===== src/hw/rtl/lorenz_pkg.sv =====
// Shared types, constants and microcode for the Lorenz integrator.
// No dependencies; used by every other file of the block.
`default_nettype none
package lorenz_pkg;

    localparam int COORD_WIDTH = 32;
    localparam int FRAC_BITS   = 24;
    localparam int PROD_WIDTH  = 2 * COORD_WIDTH;
    localparam int MQ_WIDTH    = PROD_WIDTH - FRAC_BITS;
    localparam int ADDR_WIDTH  = 5;
    localparam int PC_WIDTH    = 7;
    localparam int STEP_WIDTH  = 31;
    localparam int CFG_IDX_WIDTH = 3;

    typedef logic signed [COORD_WIDTH-1:0] coord_t;
    typedef logic [ADDR_WIDTH-1:0] addr_t;
    typedef logic [PC_WIDTH-1:0] pc_t;

    localparam coord_t COORD_MAX = {1'b0, {(COORD_WIDTH-1){1'b1}}};
    localparam coord_t COORD_MIN = {1'b1, {(COORD_WIDTH-1){1'b0}}};
    // reciprocal of six for truncating signed division
    localparam coord_t DIV6_MAGIC = 32'h2AAA_AAAB;

    localparam logic OPER_LOAD = 1'b0;
    localparam logic OPER_STEP = 1'b1;

    localparam logic METHOD_EULER = 1'b0;
    localparam logic METHOD_RK4   = 1'b1;

    localparam logic [CFG_IDX_WIDTH-1:0] CFG_SIGMA  = 3'd0;
    localparam logic [CFG_IDX_WIDTH-1:0] CFG_RHO    = 3'd1;
    localparam logic [CFG_IDX_WIDTH-1:0] CFG_BETA   = 3'd2;
    localparam logic [CFG_IDX_WIDTH-1:0] CFG_STEP   = 3'd3;
    localparam logic [CFG_IDX_WIDTH-1:0] CFG_METHOD = 3'd4;

    localparam coord_t SIGMA_RST = 32'sd167772160;
    localparam coord_t RHO_RST   = 32'sd469762048;
    localparam coord_t BETA_RST  = 32'sd44739243;
    localparam logic [STEP_WIDTH-1:0] STEP_RST = 31'd167772;

    // operand file addresses; below A_HS are flops, the rest is RAM
    localparam addr_t A_PX = 5'd0;
    localparam addr_t A_PY = 5'd1;
    localparam addr_t A_PZ = 5'd2;
    localparam addr_t A_H  = 5'd3;
    localparam addr_t A_SG = 5'd4;
    localparam addr_t A_RH = 5'd5;
    localparam addr_t A_BT = 5'd6;
    localparam addr_t A_HS = 5'd7;
    localparam addr_t A_HB = 5'd8;
    localparam addr_t A_QX = 5'd9;
    localparam addr_t A_HX = 5'd12;
    localparam addr_t A_T0 = 5'd13;
    localparam addr_t A_T1 = 5'd14;
    localparam addr_t A_GA = 5'd15;
    localparam addr_t A_GB = 5'd18;
    localparam addr_t A_GC = 5'd21;
    localparam addr_t A_GD = 5'd24;

    localparam pc_t PC_LAST_EULER = 7'd14;
    localparam pc_t PC_LAST_RK4   = 7'd68;

    typedef enum logic [2:0] {
        OP_MUL,
        OP_ADD,
        OP_SUB,
        OP_ADDH,
        OP_ADD6
    } op_t;

    typedef struct packed {
        op_t   op;
        addr_t a;
        addr_t b;
        addr_t dst;
    } uop_t;

    typedef struct packed {
        logic issue;
        uop_t uop;
        logic load;
        logic clr;
        logic capture;
    } lorenz_cmd_t;

    typedef struct packed {
        logic method;
    } lorenz_stat_t;

    typedef struct packed {
        logic   sat;
        coord_t v;
    } sres_t;

    function automatic sres_t clamp_sum(input logic signed [COORD_WIDTH:0] s);
        sres_t r;
        if (s[COORD_WIDTH] != s[COORD_WIDTH-1])
        begin
            r.sat = 1'b1;
            r.v   = s[COORD_WIDTH] ? COORD_MIN : COORD_MAX;
        end
        else
        begin
            r.sat = 1'b0;
            r.v   = s[COORD_WIDTH-1:0];
        end
        return r;
    endfunction

    function automatic uop_t mk(input op_t op, input addr_t a, input addr_t b,
                                input addr_t dst);
        uop_t u;
        u.op  = op;
        u.a   = a;
        u.b   = b;
        u.dst = dst;
        return u;
    endfunction

    // scaled derivative g = h*f(p) of point at xb, written to gb
    function automatic uop_t incr_op(input logic [3:0] k, input addr_t xb,
                                     input addr_t gb);
        uop_t u;
        unique case (k)
            4'd0:    u = mk(OP_MUL, A_H,  xb,          A_HX);
            4'd1:    u = mk(OP_SUB, xb + 5'd1, xb,     A_T0);
            4'd2:    u = mk(OP_MUL, A_HS, A_T0,        gb);
            4'd3:    u = mk(OP_SUB, A_RH, xb + 5'd2,   A_T0);
            4'd4:    u = mk(OP_MUL, A_HX, A_T0,        A_T1);
            4'd5:    u = mk(OP_MUL, A_H,  xb + 5'd1,   A_T0);
            4'd6:    u = mk(OP_SUB, A_T1, A_T0,        gb + 5'd1);
            4'd7:    u = mk(OP_MUL, A_HX, xb + 5'd1,   A_T1);
            4'd8:    u = mk(OP_MUL, A_HB, xb + 5'd2,   A_T0);
            4'd9:    u = mk(OP_SUB, A_T1, A_T0,        gb + 5'd2);
            default: u = mk(OP_ADD, A_T0, A_T0,        A_T0);
        endcase
        return u;
    endfunction

    // final weighted sum of one coordinate
    function automatic uop_t fin_op(input logic [2:0] j, input addr_t i);
        uop_t u;
        unique case (j)
            3'd0:    u = mk(OP_ADD,  A_GA + i, A_GD + i, A_T0);
            3'd1:    u = mk(OP_ADD,  A_T0, A_GB + i, A_T0);
            3'd2:    u = mk(OP_ADD,  A_T0, A_GB + i, A_T0);
            3'd3:    u = mk(OP_ADD,  A_T0, A_GC + i, A_T0);
            3'd4:    u = mk(OP_ADD,  A_T0, A_GC + i, A_T0);
            3'd5:    u = mk(OP_ADD6, A_PX + i, A_T0, A_PX + i);
            default: u = mk(OP_ADD,  A_T0, A_T0, A_T0);
        endcase
        return u;
    endfunction

    function automatic uop_t ucode(input pc_t pc, input logic method);
        uop_t  u;
        pc_t   o;
        addr_t i;
        o = '0;
        i = '0;
        priority if (pc == 7'd0)
            u = mk(OP_MUL, A_H, A_SG, A_HS);
        else if (pc == 7'd1)
            u = mk(OP_MUL, A_H, A_BT, A_HB);
        else if (pc < 7'd12)
        begin
            o = pc - 7'd2;
            u = incr_op(o[3:0], A_PX, A_GA);
        end
        else if (pc < 7'd15)
        begin
            o = pc - 7'd12;
            i = {3'b000, o[1:0]};
            u = (method == METHOD_EULER) ? mk(OP_ADD, A_PX + i, A_GA + i, A_PX + i)
                                         : mk(OP_ADDH, A_PX + i, A_GA + i, A_QX + i);
        end
        else if (pc < 7'd25)
        begin
            o = pc - 7'd15;
            u = incr_op(o[3:0], A_QX, A_GB);
        end
        else if (pc < 7'd28)
        begin
            o = pc - 7'd25;
            i = {3'b000, o[1:0]};
            u = mk(OP_ADDH, A_PX + i, A_GB + i, A_QX + i);
        end
        else if (pc < 7'd38)
        begin
            o = pc - 7'd28;
            u = incr_op(o[3:0], A_QX, A_GC);
        end
        else if (pc < 7'd41)
        begin
            o = pc - 7'd38;
            i = {3'b000, o[1:0]};
            u = mk(OP_ADD, A_PX + i, A_GC + i, A_QX + i);
        end
        else if (pc < 7'd51)
        begin
            o = pc - 7'd41;
            u = incr_op(o[3:0], A_QX, A_GD);
        end
        else if (pc < 7'd57)
        begin
            o = pc - 7'd51;
            u = fin_op(o[2:0], 5'd0);
        end
        else if (pc < 7'd63)
        begin
            o = pc - 7'd57;
            u = fin_op(o[2:0], 5'd1);
        end
        else
        begin
            o = pc - 7'd63;
            u = fin_op(o[2:0], 5'd2);
        end
        return u;
    endfunction

endpackage
`default_nettype wire


===== src/hw/rtl/lorenz_ctrl.sv =====
// Sequencer: request handshake, microcode program counter, result handshake.
// Depends on lorenz_pkg; drives lorenz_datapath through lorenz_cmd_t.
`default_nettype none
module lorenz_ctrl
    import lorenz_pkg::*;
(
    input  wire logic         clk,
    input  wire logic         rst_n,
    input  wire logic         in_valid,
    input  wire logic         in_operation,
    output logic              in_ready,
    output logic              out_valid,
    input  wire logic         out_ready,
    input  wire lorenz_stat_t stat,
    output lorenz_cmd_t       cmd
);

    typedef enum logic [1:0] {
        ST_IDLE,
        ST_RUN,
        ST_DRAIN,
        ST_DONE
    } state_t;

    state_t state_reg;
    pc_t    pc_reg;
    logic   in_ready_reg;
    logic   out_valid_reg;
    logic   accept;
    pc_t    pc_last;

    assign accept  = in_valid && in_ready_reg;
    assign pc_last = (stat.method == METHOD_EULER) ? PC_LAST_EULER : PC_LAST_RK4;

    always_comb
    begin
        cmd.issue   = (state_reg == ST_RUN);
        cmd.uop     = ucode(pc_reg, stat.method);
        cmd.load    = accept && (in_operation == OPER_LOAD);
        cmd.clr     = accept;
        cmd.capture = (state_reg == ST_DONE) && (!out_valid_reg || out_ready);
    end

    always_ff @(posedge clk or negedge rst_n)
    begin
        if (!rst_n)
        begin
            state_reg     <= ST_IDLE;
            pc_reg        <= '0;
            in_ready_reg  <= 1'b1;
            out_valid_reg <= 1'b0;
        end
        else
        begin
            if (cmd.capture)
                out_valid_reg <= 1'b1;
            else if (out_valid_reg && out_ready)
                out_valid_reg <= 1'b0;
            unique case (state_reg)
                ST_IDLE:
                begin
                    if (accept)
                    begin
                        in_ready_reg <= 1'b0;
                        pc_reg       <= '0;
                        state_reg    <= (in_operation == OPER_STEP) ? ST_RUN : ST_DONE;
                    end
                end
                ST_RUN:
                begin
                    pc_reg <= pc_reg + 7'd1;
                    if (pc_reg == pc_last)
                        state_reg <= ST_DRAIN;
                end
                ST_DRAIN:
                    state_reg <= ST_DONE;
                ST_DONE:
                begin
                    if (cmd.capture)
                    begin
                        in_ready_reg  <= 1'b1;
                        state_reg     <= ST_IDLE;
                    end
                end
                default:
                    state_reg <= ST_IDLE;
            endcase
        end
    end

    assign in_ready  = in_ready_reg;
    assign out_valid = out_valid_reg;

endmodule
`default_nettype wire


===== config.mk =====
export PLATFORM = sky130hd
export DESIGN_NAME = lorenz_ctrl
export DESIGN_NICKNAME = d
export VERILOG_FILES = /design/src/hw/rtl/lorenz_pkg.sv /design/src/hw/rtl/lorenz_ctrl.sv
export SDC_FILE = /design/constraint.sdc
export NUM_CORES = 1
export LEC_CHECK = 0
export BUFFER_PORTS_ARGS = -buffer_cell sky130_fd_sc_hd__clkbuf_2
export CORE_UTILIZATION = 35
export CTS_CLUSTER_SIZE = 16
export DETAILED_ROUTE_END_ITERATION = 8
export SETUP_SLACK_MARGIN = 0.1
export SLEW_MARGIN = 20
export SYNTH_ARGS = -nofsm -noshare
export SYNTH_HDL_FRONTEND = slang
export SYNTH_SLANG_ARGS = --single-unit
export TNS_END_PERCENT = 1

===== constraint.sdc =====
create_clock -name clk -period 6.7 [get_ports clk]
set_input_delay 1.675 -clock clk [delete_from_list [all_inputs] [get_ports clk]]
set_output_delay 1.675 -clock clk [all_outputs]
set_load 0.05 [all_outputs]

# == Word-level counts from Yosys, hierarchy flattened ==
# Memories as Yosys holds them, arrays and structs flattened.
# Cells that the tools add are included.
# Widths: inputs -> output; s select.
# classes
addsub,17
n_lt_le_gt_ge,9
n_eq_ne,23
mux,28
n_bitwise,1
reduce_logical,23
# ops
op,n
$pmux 18 s4,3
$mux 18,11
$lt 7x6->1 const B,5
$add 4x2->5 const A,4
$eq 3x2->1 const B,6
$eq 3x3->1 const B,6
$mux 17,1
$lt 7x4->1 const B,2
$lt 7x5->1 const B,2
$mux 7,2
$pmux 7 s2,1
$reduce_or 2->1,6
$sub 4x4->4 const B,3
$add 5x2->5 const A,2
$eq 3x1->1 const B,3
$logic_not 3->1,3
$mux 2,4
$pmux 2 s4,1
$add 7x1->7 const B,1
$eq 7x1->1 const B,1
$eq 7x7->1,1
$logic_not 7->1,1
$reduce_and 3->1,2
$reduce_bool 2->1,3
18 further kinds,27
# word_totals
reg_bits,11
rom_bits,880
input_bits,6
output_inout_bits,24
wordCells,109
n_memories,4
# mem_list
name,depth,word_bits,read_ports,rd_ports_with_merged_regs,write_ports,line_no,rtl
(no name shown),16,15,1,0,0,lorenz_pkg.sv:124,unique case (k)
(no name shown),16,14,1,0,0,lorenz_pkg.sv:124,
(no name shown),16,13,1,0,0,lorenz_pkg.sv:124,
(no name shown),16,13,1,0,0,lorenz_pkg.sv:124,

# == Longest topological paths before layout ==
# depth
word_depth,15
mapped_depth,11

# == Worst setup path after synthesis ==
# No wires, ideal clock.
# synth_timing
path_kind,reg2out
start,reg pc_reg[2]
end,out cmd[18] (netlist name)
arrival_ns,3.527
slack_ns,1.498
path_stages_with_launch,10
path_buffers,1
path_cell_list,dfrtp_1 clkinv_1 ha_1 a21bo_2 buf_2 a21o_1 o41a_1 o31a_1 o21ai_1 a221oi_1
# synth_lines
item,line_no,rtl
"start, declared",lorenz_ctrl.sv:26,pc_t pc_reg;
"start signal, assigned",lorenz_ctrl.sv:71,pc_reg <= pc_reg + 7'd1;
"end, declared",lorenz_ctrl.sv:15,output lorenz_cmd_t cmd

==> results by group <==
Setup path
  • CP max FO: 21
  • Terminus of the critical flop-to-flop path: pc_reg[2]
  • R2R setup slack: 3.95 ns
  • Crit start category: register
  • CP endpoint kind: primary output
  • CP required: 5.03 ns
  • R2R cell count: 5
  • Worst path arrival time: 4.37 ns
  • FF-to-FF Start: pc_reg[0]
  • WS Path Type: register to primary output

STA
  • Slew Limit Fails: 0
  • RSZ-0062 raised after global routing: no
  • Min Tclk post-route: 6.05 ns
  • Slew HR: 33.6%
  • Fin Hold WS: 0.517 ns
  • TNS Setup: 0 ns
  • Layout Skew: 0.00507 ns
  • Worst-Margin Slew: 0.996 ns
  • Post-route clock period utilization: 90.3%
  • Final Hold Viols: 0
  • Setup violations, final: 0
  • Max Freq: 0.165 GHz

GRT
  • Total Routing Usage GR: 27.7%
  • First-pass GRT wire length: 21500 microns
  • Pin count of the biggest net entering global routing: 25
  • Grt total ovfl: 0
  • Vias in the first global route: 3837
  • Antenna violations before repair: 0

Drt
  • Antenna viol nets, final: 0
  • DRT Pass-1 Iters: 6
  • WL/cell: 22.1 microns
  • Iter 0 DRT Violations: 590
  • Via count: 4220
  • Final wirelength: 13900 microns
  • Residual DRC count: 0
  • Vias per cell: 6.71

Synthesis
  • Number of synthesized flops with an enable pin: 0
  • Synthesized Nets: 534
  • FFs w/ async S/R, synth: 100%
  • Mapped Area: 3370 sq um
  • Top cell type by total area after synthesis: ha_1
  • Flops & latches, synth: 11
  • Unique masters post-synth: 77
  • Post-Synthesis Cells: 500
  • Avg Inst Size Synth: 6.73 sq um
  • Yosys warning count: 0
  • Top_reg_cell synth: dfrtp_1
  • Area contributors post-synth: ha_1, dfrtp_1, a21oi_1
  • Share of the synthesized area in the top cell type: 10.4%
  • Seq/Total Area, Yosys: 8.22%

Finish
  • Fin cells: 629
  • Final nets: 535
  • Share of layout cells above drive strength 1: 11.4%
  • Ant. Diodes: 0
  • Fill count: 1043
  • Multi-input combinational cell area: 2840 sq um
  • Largest register FFs: 7
  • Synthesis-to-finish area growth: 6.80%
  • Register area: 277 sq um

Power
  • LEAKAGE: 1.43 nW
  • PwrDens: 38.1 nW/um^2
  • VDD IR max: 123 uV

Worst hold path
  • Worst hold path class: register to register
  • Hold Path Depth: 1
  • Hold EP: in_ready
  • HP Start: in_ready

Die
  • IO Pins: 30
  • Initial Utilization: 36.3%
  • Die height: 100 microns
  • Chip width: 100 microns
  • Number of core rows: 35
  • Core ar.: 9280 sq um
  • Die Area: 10000 sq um

Clock network
  • CTS Buffer Depth: 2
  • CTS Hold Buffers Added: 0
  • H-tree depth: 1
  • Root Buffer: clkbuf_8
  • Post-CTS Setup Inserts: 0
  • Clock transition at the registers of the reported paths: 0.05 ns
  • Clock sink count: 11
  • Skew-Pair Late Insertion Delay: 0.24 ns
  • Cts repair resizes: 0
  • TritonCTS Buffers: 3
  • CTS tree: built

Place
  • DPL Wire Length: 10300 microns
  • Cells after DPL: 625
  • Port Buffers: 29
  • Final weighted congestion in routability-driven placement: 1.07

Run status
  • Outcome: finished clean

Flow run
  • Max-Cap Viols: 0
cell usage after synthesis (all sizes together), types with 5 or more instances:
cell / count
mux2i: 14
o211ai: 11
dfrtp: 10
clkbuf: 23
buf: 16
nand3: 21
o31ai: 6
a2111oi: 7
xnor2: 6
o311ai: 5
o21ai: 48
and3: 5
ha: 28
nand2b: 12
nor2: 40
nor2b: 5
nand2: 52
nor3: 16
a211oi: 11
a21o: 9
inv: 19
a21oi: 47
a31oi: 9
where the power goes:
| group | leakage (nW) | total (mW) | internal (mW) | switching, mW |
|---|---|---|---|---|
| registers | 0.150 | 0.0666 | 0.0666 | 0 |
| clock network | 0.0228 | 0.0661 | 0.0417 | 0.0244 |
| logic | 1.25 | 0.00406 | 0.00152 | 0.00253 |
critical path, stage by stage, from the launching register on:
cell	delay (ns)
dfrtp_1	0.78
inv_1	0.41
ha_1	0.30
buf_4	0.20
ha_1	0.63
nor2b_1	0.12
a2111oi_0	0.60
nor2_1	0.12
a221oi_1	0.31
o211ai_1	0.13
a21oi_1	0.21
clkbuf_2	0.31
area by class of cell:
| class | instances | area share, % |
|---|---|---|
| Clock buffer | 4 | 1.25 |
| Multi-Input combinational cell | 429 | 79.1 |
| Inverter | 21 | 2.19 |
| Tap cell | 129 | 4.49 |
| Timing Repair Buffer | 35 | 5.29 |
| Sequential cell | 11 | 7.69 |
per-stage QoR:
| step | worst slack [ns] | utilization [%] | total power [mW] | cell area, sq um |
|---|---|---|---|---|
| 2_1_floorplan | 1.50 | - | 0.0684 | 3370 |
| 3_3_place_gp | 1.10 | 38.2 | 0.0717 | 3550 |
| 3_5_place_dp | 0.981 | 38.2 | 0.0718 | 3550 |
| 4_1_cts | 0.718 | 38.7 | 0.140 | 3590 |
| 5_1_grt | 0.338 | 38.7 | 0.144 | 3590 |
| 6_report | 0.651 | 38.7 | 0.137 | 3590 |
how the worst max path moves through the flow:
stage / from / endpoint / slack (ns) / cells past startpoint
after floorplan: pc_reg[2] / cmd[18] / 1.50 / 9
after global placement: pc_reg[1] / cmd[8] / 1.10 / 11
after detailed placement: pc_reg[1] / cmd[8] / 0.98 / 11
after CTS: pc_reg[1] / cmd[15] / 0.72 / 11
after global routing: pc_reg[1] / cmd[8] / 0.34 / 11
final: pc_reg[1] / cmd[8] / 0.65 / 11
cell families after synthesis:
group	Yosys count	synth area share, %
compound gates	206	42.0
simple gates	173	24.7
buf+inv	60	7.32
fa+ha+maj	28	10.4
mux	14	4.16
flops	11	8.22
xor+xnor	8	3.20
cell usage in the layout (no fill, tap or decap), drive strengths merged, types with 4 or more instances in the layout:
cell type  netlist  routed
buf             16       6
a211oi          11      11
o211ai          11      11
o311ai           5       5
o21ai           48      48
a21o             9       9
a221oi           4       4
a31oi            9       9
a21oi           47      47
inv             19      19
or3              4       4
xnor2            6       6
mux2i           14      14
nor3            16      16
o2111ai          4       4
dfrtp           10      10
nor2            40      40
nor2b            5       5
nand2b          12      12
nand2           52      52
nor4             4       4
nand3           21      21
o31ai            6       6
and3             5       5
clkbuf          23      33
a2111oi          7       7
ha              28      28
per-layer routing:
metal | vias to the layer above | GRT usage [%] | part of all wire, %
li1 | 1891 | - | -
met1 | 1938 | 37.5 | 41
met2 | 321 | 42.9 | 42
met3 | 70 | 4.11 | 11
met4 | 0 | 13.4 | 5.8
met5 | - | 0 | 0
Power figures use the tool's default switching activity.
